$ cat config.mk
export PLATFORM = sky130hd
export DESIGN_NAME = assembly_text_tokenizer_flat
export DESIGN_NICKNAME = d
export VERILOG_FILES = /design/src/sv/att_pkg.sv /design/src/sv/att_if.sv /design/src/sv/assembly_text_tokenizer.sv /design/src/sv/att_emitter.sv /design/src/flat_wrapper.sv
export SDC_FILE = /design/constraint.sdc
export NUM_CORES = 1
export LEC_CHECK = 0
export BUFFER_PORTS_ARGS = -buffer_cell sky130_fd_sc_hd__buf_4
export CAP_MARGIN = 20
export CORE_MARGIN = 4
export CORE_UTILIZATION = 40
export DETAILED_ROUTE_END_ITERATION = 12
export GPL_TIMING_DRIVEN = 0
export HOLD_SLACK_MARGIN = 0.06
export SLEW_MARGIN = 25
export SYNTH_ARGS = -nofsm -noshare
export SYNTH_HDL_FRONTEND = slang
export SYNTH_SLANG_ARGS = --single-unit
$ cat constraint.sdc
create_clock -name clk -period 6.35 [get_ports clk]
set_input_delay 1.27 -clock clk [delete_from_list [all_inputs] [get_ports clk]]
set_output_delay 1.27 -clock clk [all_outputs]
set_load 0.1 [all_outputs]
$ cat src/sv/att_pkg.sv
// Shared types, constants and character classes of the assembly text tokenizer.
package att_pkg;

  localparam int unsigned MAX_TOKEN_LENGTH = 31;
  localparam int unsigned LEN_W  = $clog2(MAX_TOKEN_LENGTH + 1);
  localparam int unsigned ADDR_W = $clog2(MAX_TOKEN_LENGTH);
  localparam int unsigned APB_ADDR_W = 3;

  typedef logic [7:0]        char_t;
  typedef logic [2:0]        kind_t;
  typedef logic [15:0]       pos_t;
  typedef logic [LEN_W-1:0]  len_t;
  typedef logic [ADDR_W-1:0] addr_t;

  localparam len_t MAX_LEN = LEN_W'(MAX_TOKEN_LENGTH);
  localparam pos_t POS_MAX = 16'hFFFF;

  localparam kind_t KIND_NUMBER   = 3'd0;
  localparam kind_t KIND_QUESTION = 3'd1;
  localparam kind_t KIND_COMMA    = 3'd2;
  localparam kind_t KIND_EOL      = 3'd3;
  localparam kind_t KIND_IDENT    = 3'd4;
  localparam kind_t KIND_LABEL    = 3'd5;
  localparam kind_t KIND_INVALID  = 3'd6;

  localparam logic REG_START_LINE   = 1'b0;
  localparam logic REG_START_COLUMN = 1'b1;

  localparam char_t CH_TAB   = 8'h09;
  localparam char_t CH_NL    = 8'h0A;
  localparam char_t CH_CR    = 8'h0D;
  localparam char_t CH_SPACE = 8'h20;
  localparam char_t CH_PLUS  = 8'h2B;
  localparam char_t CH_COMMA = 8'h2C;
  localparam char_t CH_MINUS = 8'h2D;
  localparam char_t CH_ZERO  = 8'h30;
  localparam char_t CH_NINE  = 8'h39;
  localparam char_t CH_COLON = 8'h3A;
  localparam char_t CH_SEMI  = 8'h3B;
  localparam char_t CH_QUEST = 8'h3F;

  // Write port of the token buffer.
  typedef struct packed {
    logic  en;
    addr_t addr;
    char_t data;
  } att_wr_t;

  // Start of one token read-out.
  typedef struct packed {
    logic  go;
    len_t  len;
    kind_t kind;
    pos_t  line;
    pos_t  col;
    logic  trunc;
  } att_emit_t;

  function automatic logic is_space(input char_t c);
    return (c == CH_SPACE) || (c == CH_TAB) || (c == CH_CR);
  endfunction

  function automatic logic is_digit(input char_t c);
    return (c >= CH_ZERO) && (c <= CH_NINE);
  endfunction

  function automatic logic is_sign(input char_t c);
    return (c == CH_MINUS) || (c == CH_PLUS);
  endfunction

  function automatic logic breaks_ident(input char_t c);
    return (c == CH_COMMA) || (c == CH_COLON) || (c == CH_NL) || (c == CH_SEMI) ||
           is_space(c);
  endfunction

  function automatic kind_t classify(input logic num, input logic ident,
                                     input logic ident_prev, input logic single,
                                     input char_t first, input char_t last);
    kind_t k;
    if (num) k = KIND_NUMBER;
    else if (single && (first == CH_QUEST)) k = KIND_QUESTION;
    else if (single && (first == CH_COMMA)) k = KIND_COMMA;
    else if (single && ((first == CH_NL) || (first == CH_SEMI))) k = KIND_EOL;
    else if (ident) k = KIND_IDENT;
    else if (ident_prev && (last == CH_COLON)) k = KIND_LABEL;
    else k = KIND_INVALID;
    return k;
  endfunction

endpackage

$ cat src/sv/att_if.sv
// Valid/ready channel interfaces for source bytes and token characters.
interface att_in_if import att_pkg::*; ();
  logic  valid;
  logic  ready;
  char_t source_byte;
  logic  end_of_source;

  modport source(output valid, source_byte, end_of_source, input ready);
  modport sink(input valid, source_byte, end_of_source, output ready);
endinterface

interface att_out_if import att_pkg::*; ();
  logic  valid;
  logic  ready;
  char_t token_char;
  kind_t token_kind;
  pos_t  line_number;
  pos_t  last_column;
  logic  last_char;
  logic  truncated;

  modport source(output valid, token_char, token_kind, line_number, last_column,
                 last_char, truncated, input ready);
  modport sink(input valid, token_char, token_kind, line_number, last_column,
               last_char, truncated, output ready);
endinterface

$ cat src/sv/assembly_text_tokenizer.sv
// Top level of the assembly text tokenizer: lookahead, classification, position and registers.
//
// Source bytes arrive one transfer at a time and the block holds each byte back one transfer,
// so that the following byte acts as its lookahead. Space, tab and carriage return are skipped;
// every other character is written into a 31-entry token buffer memory while the token's type
// (number, question mark, comma, end of line, identifier, label, or invalid) is tracked in a
// few flags. When the lookahead would spoil the type, the token is read back out of the
// buffer memory as a run of character transfers, each carrying the kind, the line and column
// of the token's last character, a final-character mark and a truncation flag. A transfer with
// end_of_source set flushes the held character and any pending token, and reloads the line and
// column counters from start_line and start_column. After a byte that completes no token, the
// next byte can be taken at once. After a byte that completes a token, its stored characters
// are read out one per transfer and the next byte is held off until the last read has been
// issued, because the buffer memory has one read port; the final character may still wait
// in the output register when the next byte is taken. Output stalls lengthen the read-out.
// Characters beyond the buffer's 31 entries are dropped but still count towards the type,
// and every character of such a token is flagged as truncated. The buffer needs no clearing
// after reset, since only written entries are ever read. start_line (reset 1) lies at byte
// address 0 and start_column (reset 0) at byte address 4; a write also loads the matching
// counter at once and should only be made while the block is idle.
module assembly_text_tokenizer import att_pkg::*; (
  input  logic                  clk,
  input  logic                  rst,
  att_in_if.sink                in_item,
  att_out_if.source             out_item,
  input  logic                  psel,
  input  logic                  penable,
  input  logic                  pwrite,
  input  logic [APB_ADDR_W-1:0] paddr,
  input  logic [31:0]           pwdata,
  output logic [31:0]           prdata,
  output logic                  pready
);

  // Configuration registers and position counters.
  pos_t start_line;
  pos_t start_col;
  pos_t line_cnt;
  pos_t col_cnt;

  // Held character and the running state of the token being collected.
  char_t pend_char;
  logic  pend_valid;
  len_t  len;
  logic  ovf;
  logic  num_sf;
  logic  id_sf;
  logic  ib_sf;
  char_t first_char;

  // State as it stands once the held character has been pushed.
  len_t  len_next;
  logic  ovf_next;
  logic  num_next;
  logic  id_next;
  logic  ib_next;
  char_t first_next;
  logic  single_next;

  char_t     c;
  char_t     b;
  logic      end_in;
  logic      in_fire;
  logic      push;
  logic      fresh;
  kind_t     cur;
  kind_t     nxt;
  kind_t     alone;
  logic      emit_now;
  logic      cfg_wr;
  logic      busy;
  att_wr_t   wr;
  att_emit_t start;
  pos_t      line_adv;
  pos_t      col_adv;

  assign c       = pend_char;
  assign b       = in_item.source_byte;
  assign end_in  = in_item.end_of_source;

  // The buffer is being read out while busy, so no byte is taken then; this is the interlock
  // that keeps a new write from landing on an entry still to be read.
  assign in_item.ready = !busy;
  assign in_fire       = in_item.valid && in_item.ready;
  assign push          = in_fire && pend_valid && !is_space(c);
  assign fresh         = (len == '0) && !ovf;

  always_comb begin
    num_next   = num_sf;
    id_next    = id_sf;
    ib_next    = ib_sf;
    len_next   = len;
    ovf_next   = ovf;
    first_next = first_char;
    if (push) begin
      if (fresh) begin
        num_next = is_sign(c) || is_digit(c);
        ib_next  = 1'b1;
        id_next  = !breaks_ident(c);
      end else begin
        ib_next  = id_sf;
        id_next  = id_sf && !breaks_ident(c);
        num_next = num_sf && is_digit(c);
      end
      if (len < MAX_LEN) begin
        len_next = len + len_t'(1);
      end else begin
        ovf_next = 1'b1;
      end
      if (len == '0) begin
        first_next = c;
      end
    end
    single_next = (len_next == len_t'(1)) && !ovf_next;
  end

  // The current type, the type with the lookahead appended, and the lookahead on its own.
  assign cur   = classify(num_next, id_next, ib_next, single_next, first_next, c);
  assign nxt   = classify(num_next && is_digit(b), id_next && !breaks_ident(b), id_next,
                          1'b0, '0, b);
  assign alone = classify(is_sign(b) || is_digit(b), !breaks_ident(b), 1'b1, 1'b1, b, b);

  always_comb begin
    if (end_in) begin
      emit_now = in_fire && (len_next != '0);
    end else begin
      emit_now = push && (nxt == KIND_INVALID) &&
                 ((cur != KIND_INVALID) || (alone != KIND_INVALID));
    end
  end

  assign wr.en   = push && (len < MAX_LEN);
  assign wr.addr = len[ADDR_W-1:0];
  assign wr.data = c;

  assign start.go    = emit_now;
  assign start.len   = len_next;
  assign start.kind  = cur;
  assign start.line  = line_cnt;
  assign start.col   = col_cnt;
  assign start.trunc = ovf_next;

  // Moving past a character: a newline bumps the line and restarts the column, then the
  // column steps on by one. Both counters stop at their maximum.
  always_comb begin
    line_adv = line_cnt;
    col_adv  = col_cnt;
    if (c == CH_NL) begin
      if (line_cnt != POS_MAX) begin
        line_adv = line_cnt + pos_t'(1);
      end
      col_adv = '0;
    end
    if (col_adv != POS_MAX) begin
      col_adv = col_adv + pos_t'(1);
    end
  end

  assign cfg_wr = psel && penable && pwrite && pready;
  assign pready = 1'b1;

  always_comb begin
    unique case (paddr[2])
      REG_START_LINE:   prdata = {16'h0, start_line};
      REG_START_COLUMN: prdata = {16'h0, start_col};
      default:          prdata = '0;
    endcase
  end

  always_ff @(posedge clk) begin
    if (rst) begin
      start_line <= pos_t'(1);
      start_col  <= '0;
      line_cnt   <= pos_t'(1);
      col_cnt    <= '0;
      pend_char  <= '0;
      pend_valid <= 1'b0;
      len        <= '0;
      ovf        <= 1'b0;
      num_sf     <= 1'b1;
      id_sf      <= 1'b1;
      ib_sf      <= 1'b1;
      first_char <= '0;
    end else begin
      if (in_fire) begin
        if (end_in || emit_now) begin
          len    <= '0;
          ovf    <= 1'b0;
          num_sf <= 1'b1;
          id_sf  <= 1'b1;
          ib_sf  <= 1'b1;
        end else begin
          len    <= len_next;
          ovf    <= ovf_next;
          num_sf <= num_next;
          id_sf  <= id_next;
          ib_sf  <= ib_next;
        end
        first_char <= first_next;
        if (end_in) begin
          pend_valid <= 1'b0;
          pend_char  <= '0;
          line_cnt   <= start_line;
          col_cnt    <= start_col;
        end else begin
          if (pend_valid) begin
            line_cnt <= line_adv;
            col_cnt  <= col_adv;
          end
          pend_char  <= b;
          pend_valid <= 1'b1;
        end
      end
      if (cfg_wr) begin
        unique case (paddr[2])
          REG_START_LINE: begin
            start_line <= pwdata[15:0];
            line_cnt   <= pwdata[15:0];
          end
          REG_START_COLUMN: begin
            start_col <= pwdata[15:0];
            col_cnt   <= pwdata[15:0];
          end
          default: begin
            start_line <= start_line;
          end
        endcase
      end
    end
  end

  att_emitter u_emitter (
    .clk      (clk),
    .rst      (rst),
    .wr       (wr),
    .start    (start),
    .busy     (busy),
    .out_item (out_item)
  );

  a_hold_token: assert property (@(posedge clk) disable iff (rst) !pend_valid |-> len == '0)
    else $error("token characters stored with no character held");
  a_ovf_full: assert property (@(posedge clk) disable iff (rst) ovf |-> len == MAX_LEN)
    else $error("truncation flagged before the buffer was full");
  a_busy_empty: assert property (@(posedge clk) disable iff (rst) busy |-> len == '0)
    else $error("token collected while the buffer is being read out");
  a_hold_next: assert property (@(posedge clk) disable iff (rst)
                                in_fire && !end_in |=> pend_valid)
    else $error("source byte taken but not held as the next character");

endmodule

$ cat src/sv/att_emitter.sv
// Token buffer memory and the read-out that turns a stored token into a character run.
module att_emitter import att_pkg::*; (
  input  logic          clk,
  input  logic          rst,
  input  att_wr_t       wr,
  input  att_emit_t     start,
  output logic          busy,
  att_out_if.source     out_item
);

  char_t mem [MAX_TOKEN_LENGTH];

  len_t  idx;
  len_t  e_len;
  kind_t e_kind;
  pos_t  e_line;
  pos_t  e_col;
  logic  e_trunc;

  logic  o_valid;
  char_t o_char;
  kind_t o_kind;
  pos_t  o_line;
  pos_t  o_col;
  logic  o_last;
  logic  o_trunc;

  logic  issue;
  logic  at_end;

  assign issue  = busy && (!o_valid || out_item.ready);
  assign at_end = (idx == (e_len - len_t'(1)));

  // The memory's registered read data is the output register itself.
  always_ff @(posedge clk) begin
    if (wr.en) begin
      mem[wr.addr] <= wr.data;
    end
    if (issue) begin
      o_char <= mem[idx[ADDR_W-1:0]];
    end
  end

  always_ff @(posedge clk) begin
    if (rst) begin
      busy    <= 1'b0;
      o_valid <= 1'b0;
      idx     <= '0;
    end else begin
      if (start.go) begin
        busy <= 1'b1;
        idx  <= '0;
      end else if (issue) begin
        idx <= idx + len_t'(1);
        if (at_end) begin
          busy <= 1'b0;
        end
      end
      if (issue) begin
        o_valid <= 1'b1;
      end else if (out_item.ready) begin
        o_valid <= 1'b0;
      end
    end
  end

  always_ff @(posedge clk) begin
    if (start.go) begin
      e_len   <= start.len;
      e_kind  <= start.kind;
      e_line  <= start.line;
      e_col   <= start.col;
      e_trunc <= start.trunc;
    end
    if (issue) begin
      o_kind  <= e_kind;
      o_line  <= e_line;
      o_col   <= e_col;
      o_last  <= at_end;
      o_trunc <= e_trunc;
    end
  end

  assign out_item.valid       = o_valid;
  assign out_item.token_char  = o_char;
  assign out_item.token_kind  = o_kind;
  assign out_item.line_number = o_line;
  assign out_item.last_column = o_col;
  assign out_item.last_char   = o_last;
  assign out_item.truncated   = o_trunc;

  a_go_idle: assert property (@(posedge clk) disable iff (rst) start.go |-> !busy)
    else $error("token read-out started while another is running");
  a_go_len: assert property (@(posedge clk) disable iff (rst) start.go |-> start.len != '0)
    else $error("empty token read-out started");
  a_idx_range: assert property (@(posedge clk) disable iff (rst) busy |-> idx < e_len)
    else $error("read index ran past the token length");
  a_finish: assert property (@(posedge clk) disable iff (rst) issue && at_end |=> !busy)
    else $error("read-out did not finish after its last character");

endmodule
$ cat src/flat_wrapper.sv
// flat-port wrapper written by rule: the top's interface ports become plain ports
module assembly_text_tokenizer_flat import att_pkg::*;
  (clk, rst, psel, penable, pwrite, paddr, pwdata, prdata, pready, in_item_valid, in_item_source_byte, in_item_end_of_source, in_item_ready, out_item_valid, out_item_token_char, out_item_token_kind, out_item_line_number, out_item_last_column, out_item_last_char, out_item_truncated, out_item_ready);
  att_in_if in_item_i ();
  att_out_if out_item_i ();
  input  logic clk;
  input  logic rst;
  input  logic psel;
  input  logic penable;
  input  logic pwrite;
  input  logic [APB_ADDR_W-1:0] paddr;
  input  logic [31:0] pwdata;
  output logic [31:0] prdata;
  output logic pready;
  input wire logic [$bits(in_item_i.valid)-1:0] in_item_valid;
  input wire logic [$bits(in_item_i.source_byte)-1:0] in_item_source_byte;
  input wire logic [$bits(in_item_i.end_of_source)-1:0] in_item_end_of_source;
  output wire logic [$bits(in_item_i.ready)-1:0] in_item_ready;
  output wire logic [$bits(out_item_i.valid)-1:0] out_item_valid;
  output wire logic [$bits(out_item_i.token_char)-1:0] out_item_token_char;
  output wire logic [$bits(out_item_i.token_kind)-1:0] out_item_token_kind;
  output wire logic [$bits(out_item_i.line_number)-1:0] out_item_line_number;
  output wire logic [$bits(out_item_i.last_column)-1:0] out_item_last_column;
  output wire logic [$bits(out_item_i.last_char)-1:0] out_item_last_char;
  output wire logic [$bits(out_item_i.truncated)-1:0] out_item_truncated;
  input wire logic [$bits(out_item_i.ready)-1:0] out_item_ready;
  assign in_item_i.valid = in_item_valid;
  assign in_item_i.source_byte = in_item_source_byte;
  assign in_item_i.end_of_source = in_item_end_of_source;
  assign in_item_ready = in_item_i.ready;
  assign out_item_valid = out_item_i.valid;
  assign out_item_token_char = out_item_i.token_char;
  assign out_item_token_kind = out_item_i.token_kind;
  assign out_item_line_number = out_item_i.line_number;
  assign out_item_last_column = out_item_i.last_column;
  assign out_item_last_char = out_item_i.last_char;
  assign out_item_truncated = out_item_i.truncated;
  assign out_item_i.ready = out_item_ready;
  assembly_text_tokenizer u_core (.clk(clk), .rst(rst), .in_item(in_item_i), .out_item(out_item_i), .psel(psel), .penable(penable), .pwrite(pwrite), .paddr(paddr), .pwdata(pwdata), .prdata(prdata), .pready(pready));
endmodule
After elaboration in Yosys (flattened, before gate mapping)

Memories as Yosys holds them, arrays and structs flattened. A register that Yosys moved wholly into a read port is not among the register bits.
Cells that the tools add are included.

$add $sub $neg: 5
Multipliers: 0
Div/mod/pow operators: 0
Magnitude comparators: 5
Equal/unequal tests: 30
Shift operators: 0
Mux-type cells: 57
Bitwise operators: 1
Reduce and logical (&&, ||, !) cells: 60

Operators with widths:

| operator                | count |
|---|---|
| $mux W16                | 14 |
| $eq A8 B6 Y1 const B    | 16 |
| $pmux W32 S2            | 1 |
| $eq A8 B4 Y1 const B    | 7 |
| $mux W3                 | 12 |
| $add A16 B1 Y16 const B | 2 |
| $ne A16 B16 Y1 const B  | 2 |
| $mux W8                 | 3 |
| $logic_and A1 B1 Y1     | 23 |
| $logic_or A1 B1 Y1      | 21 |
| $mux W1                 | 21 |
| $ge A8 B6 Y1 const B    | 2 |
| $le A8 B6 Y1 const B    | 2 |
| $mux W5                 | 3 |
| $add A5 B1 Y5 const B   | 2 |
| $logic_not A1 Y1        | 7 |
| $mux W2                 | 3 |
| $ne A3 B3 Y1 const B    | 2 |
| $reduce_and A2 Y1       | 3 |
| $reduce_bool A2 Y1      | 3 |
| $eq A5 B1 Y1 const B    | 1 |
| $eq A5 B5 Y1            | 1 |
| $logic_not A5 Y1        | 1 |
| $lt A5 B5 Y1 const B    | 1 |
| other kinds (5)         | 5 |

Register bits: 175
Latch bits: 0
RAM bits: 248
Memory bits (read-only): 0
Input port bits: 51
Output and inout bits: 80
Logic and storage cells: 184
Memories kept: 1

Memories:

| name                 | depth | bits a word | read ports | clocked after Yosys merged registers in | write ports | line              | text |
|---|---|---|---|---|---|---|---|
| u_core.u_emitter.mem | 31    | 8           | 1          | 1                                       | 1           | att_emitter.sv:11 | `char_t mem [MAX_TOKEN_LENGTH];` |

Longest topological paths before layout

Depth after elaboration: 20
Mapped depth: 13
Mapped depth without buffers: 10

Hierarchy

Synthesis repeated with hierarchy kept, for this count alone.

Cell total of the unflattened synthesis: 1424
Area total of the unflattened synthesis: 18514.0 um^2

By module, submodules not included:

| module                  | instances | cells an instance | area each (um^2) | sequential area each (um^2) |
|---|---|---|---|---|
| att_emitter             | 1         | 626               | 12769.7          | 10169.8 |
| assembly_text_tokenizer | 1         | 798               | 5744.3           | 1801.7 |

Least setup slack after synthesis

No wires, ideal clock.

Path type: input-to-reg
From: input port in_item_valid
To: register u_core.u_emitter.e_col[0], enable pin
Library setup time: 444 ps
Data arrival time: 4705 ps
Data required time: 5906 ps
Setup slack: 1201 ps
Stages: 8
Buffers on the path: 1
Cell sequence: nand3b_1 > a21o_1 > or3_1 > buf_2 > mux2i_1 > nor4b_2 > o211ai_2 > o21ai_1

Word-level cells in the longest chain between the ends: 15
Elaborated cells on any way between the ends: 41
Those cells by class: 7 x eq/ne; 16 x mux; 18 x reduce/logical

RTL lines:

| element                                        | line                           | text |
|---|---|---|
| start, declared                                | flat_wrapper.sv:15             | `input wire logic [$bits(in_item_i.valid)-1:0] in_item_valid;` |
| $logic_and A1 B1 Y1 (*)                        | assembly_text_tokenizer.sv:84  | `assign in_fire = in_item.valid && in_item.ready;` |
| $logic_and A1 B1 Y1 (2 in series)              | assembly_text_tokenizer.sv:85  | `assign push = in_fire && pend_valid && !is_space(c);` |
| $mux W8 (tied with other cells)                | assembly_text_tokenizer.sv:95  | `if (push) begin` |
| $eq A8 B4 Y1 (tied with other cells)           | att_pkg.sv:83                  | `else if (single && ((first == CH_NL) \|\| (first == CH_SEMI))) k = KIND_EOL;` |
| $logic_or A1 B1 Y1 (tied with other cells)     | att_pkg.sv:83                  |  |
| $logic_and A1 B1 Y1 or $mux W3 (tied branches) | att_pkg.sv:83, att_pkg.sv:84   |  |
| $mux W3                                        | att_pkg.sv:83                  |  |
| $mux W3                                        | att_pkg.sv:82                  | `else if (single && (first == CH_COMMA)) k = KIND_COMMA;` |
| $mux W3                                        | att_pkg.sv:81                  | `else if (single && (first == CH_QUEST)) k = KIND_QUESTION;` |
| $mux W3                                        | att_pkg.sv:80                  | `if (num) k = KIND_NUMBER;` |
| $ne A3 B3 Y1                                   | assembly_text_tokenizer.sv:128 | `((cur != KIND_INVALID) \|\| (alone != KIND_INVALID));` |
| $logic_or A1 B1 Y1                             | assembly_text_tokenizer.sv:128 |  |
| $logic_and A1 B1 Y1                            | assembly_text_tokenizer.sv:127 | `emit_now = push && (nxt == KIND_INVALID) &&` |
| $mux W1 (*)                                    | assembly_text_tokenizer.sv:124 | `if (end_in) begin` |
| net u_core.emit_now                            | assembly_text_tokenizer.sv:69  | `logic emit_now;` |
| end signal, assigned                           | att_emitter.sv:72              | `e_col <= start.col;` |
| end, declared                                  | att_emitter.sv:17              | `pos_t e_col;` |

Mark *: on every way through the listed nets, which the timed path passes. The rest lies on a longest branch.
A chain may end at the register's enable or synchronous reset.

Worst setup path in the final report

From: input port paddr[2]
To: output port prdata[12]

Word-level cells in the longest chain between the ends: 2

RTL lines:

| element          | line                           | text |
|---|---|---|
| start, declared  | flat_wrapper.sv:11             | `input logic [APB_ADDR_W-1:0] paddr;` |
| $not A1 Y1       | assembly_text_tokenizer.sv:163 | `unique case (paddr[2])` |
| $pmux W32 S2 (*) | assembly_text_tokenizer.sv:163 |  |
| end, declared    | flat_wrapper.sv:13             | `output logic [31:0] prdata;` |

Mark *: on every way between the ends. The rest lies on a longest branch, timed or not. The select of a mux whose other input is x is not followed.

==> results.tsv <==
metric	value	unit
clock_sinks	431	
max_freq	233	MHz
wl_per_cell	23.2	microns
synthTopCellsByCount	edfxtp_1, nand2_1, dfxtp_1, nor2_1, a21oi_1	
synth_top_area_share	54.6	%
die_area	49400	sq um
rsz0062_at_grt	no	
syn2layout_area_growth	16.8	%
p_leak	7.17	nW
reg2reg_depth	11	
via_count	11900	
ys_types	81	
relSlewSlack	37.3	%
switching_power	0.00149	W
cts_buffers	45	
grt_max_degree	37	
antenna_left	0	
ir_drop	202	uV
synth-seq-cells	431	
ios	131	
finalMaxSlewViolations	0	
grt_pass1_wl	74.1	mm
synth-edff-count	334	
gp_congestion	0.920	
first_iter_violations	1317	
whs	0.412	ns
fill_cells	3999	
layout_worst_path_cycle_share	67.5	%
antenna_found_initial	1	
worstHoldPathType	reg2reg	
routed_via_density	5.62	
regToRegSetupSlack	2.14	ns
fin_ws	2.07	ns
hpwlAfterDp	34.4	mm
place_ws	1.91	ns
path_max_fanout	10	
row_count	78	
cp_data_arrival_time	3.01	ns
grt.overflow.total	0	
final_nets	1547	
synth_top_area_cell	edfxtp_1	
fp.coreArea	45400	sq um
timing.rr.end	u_core.u_emitter.e_line[0]	
drc_errors	0	
placed_cell_area	20000	sq um
critPathMaxStageDelay	0.54	ns
io_buffer_count	92	
seqPwrFrac	50.8	%
yosysWarningCount	0	
cts_tree	yes	
synth_seq_area_share	65.2	%
ctsHoldBuffers	0	
track_usage	19.5	%
design_area	21500	sq um
drv_cap	0	
dr.pass1.iters	5	
clk_pin_slew	0.06	ns
die_y	222	microns
worst_setup_path_start_kind	input port	
place_inst	2041	
netlist_top_cells_area	edfxtp_1, dfxtp_1, mux4_2, nand2_1, a21oi_1	
switching_share	24.1	%
cp-end-kind	primary output	
syn-instance-count	1329	
hold_viol_final	0	
ys.flop_type	edfxtp_1	
synth.cell_area	18400	sq um
crit_chain	buf_4, clkbuf_1, buf_1, mux2_2, buf_4	
grt_pass1_vias	11700	
internal-power	0.00468	W
worst_pin_slew	0.937	ns
p_per_area	287	nW/um^2
fp.dieW	222	microns
drive_gt1_share	20.8	%
clockBufferDepth	3	
setup_viol	0	
fin_crit	4.28	ns
cts-resized-gates	0	
synth.most_common_cell	edfxtp_1	
clockRootBuffer	clkbuf_16	
layout.cells.non_filler	2124	
crit_slowest_cell	clkbuf_1	
htree_levels	2	
routed_wl	49.4	mm
cpMostUsedCell	buf_4	
synth-async-reset-ratio	0	%
min_to	u_core.u_emitter.out_item.last_column[12]	
worstReg2RegStart	u_core.c[3]	
crit_type	in2out	
synth_area_per_cell	13.8	sq um
p_clk_share	41.8	%
postCtsSetupBuffers	0	
pwr-share-comb	7.4	%
worstHoldPathCells	0	
hp-start	u_core.u_emitter.e_col[12]	
required	5.08	ns
tns	0	ns
initial_core_util	40.5	%
clock_skew	0.0436	ns
antenna_cells	0	
status	completed	
clk_latency	0.60	ns
[worst max-delay path by stage]
stage / startpoint / end / slack [ns] / cells after the start
6_report: paddr[2] / prdata[12] / 2.07 / 5
5_1_grt: u_core.c[2] / u_core.u_emitter.e_line[5] / 1.80 / 12
4_1_cts: paddr[2] / prdata[12] / 2.09 / 5
3_5_place_dp: in_item_valid / u_core.u_emitter.e_line[6] / 1.91 / 11
3_3_place_gp: u_core.c[3] / u_core.u_emitter.e_line[7] / -1.01 / 8
2_1_floorplan: in_item_valid / u_core.u_emitter.e_col[0] / 1.20 / 8
[final cells by class]
type	instances	area, sq um	share of cell area (%)
tap	600	751	3.50
inverter	19	71.3	0.332
clock buffer	67	1230	5.72
timing repair buffer	97	821	3.82
sequential	431	12000	55.8
buffer	95	458	2.13
multi-input combinational	799	5960	27.8
clock inverter	16	195	0.909
[flip-flops by register name (all words and copies together) (netlist names), 3 cells and up]
signal                                 cells
u_core.u_emitter.e_len                     5
u_core.start_line                         16
u_core.u_emitter.e_line                   16
u_core.u_emitter.out_item.last_column     16
u_core.u_emitter.out_item.token_kind       3
u_core.u_emitter.out_item.token_char       8
u_core.u_emitter.e_col                    16
u_core.len                                 5
u_core.u_emitter.e_kind                    3
u_core.start_col                          16
u_core.line_cnt                           16
u_core.c                                   8
u_core.u_emitter.idx                       5
u_core.first_char                          8
u_core.col_cnt                            16
u_core.u_emitter.out_item.line_number     16
u_core.u_emitter.mem                     248
[per-layer routing]
layer  track usage [%]  vias to the layer above  wire length, microns  share of wire (%)
met5                 0                        -                     0                  0
met4              5.17                        0                  1100                2.2
met3              3.49                       67                  3290                6.7
met2              29.8                      477                 22700                 46
met1              29.1                     5978                 22300                 45
li1                  -                     5423                     -                  -
[cells by family after synthesis]
group,share of synthesized area [%]
and+or+nand+nor,10.5
xor gates and xnor gates,0.620
other,0.0409
adders and majority gates,0.545
DFF,65.2
muxes,11.6
AOI/OAI and AO/OA,8.65
buffers and inverters,2.86
[worst max-delay path, delay by kind of cell]
kind                   cells  cell delay, ns
buffers and inverters      4            1.33
multiplexers               1            0.41
[stage by stage]
step           util [%]  power (W)
6_report           47.3    0.00617
4_1_cts            47.3    0.00620
3_3_place_gp       43.8    0.00363
2_1_floorplan         -    0.00349
5_1_grt            47.3    0.00637
3_5_place_dp       44.1    0.00364
[layout by cell type (no fill, tap or decap), types with 25 or more instances in the layout]
master,count
clkbuf_1,71
nand2_1,156
a21oi_1,91
o21ai_0,42
mux4_2,72
nand3_1,27
clkbuf_16,45
mux2_2,25
edfxtp_1,334
buf_4,110
dfxtp_1,89
nor2_1,96
[power groups by stage]
stage / Clock, W / Combinational, W / Sequential (W)
2_1_floorplan: 0 / 0.000264 / 0.00322
3_3_place_gp: 0 / 0.000437 / 0.00320
3_5_place_dp: 0 / 0.000450 / 0.00319
4_1_cts: 0.00262 / 0.000451 / 0.00313
6_report: 0.00258 / 0.000455 / 0.00313
5_1_grt: 0.00275 / 0.000480 / 0.00314
Note: power is estimated with default switching activity, not from simulation.
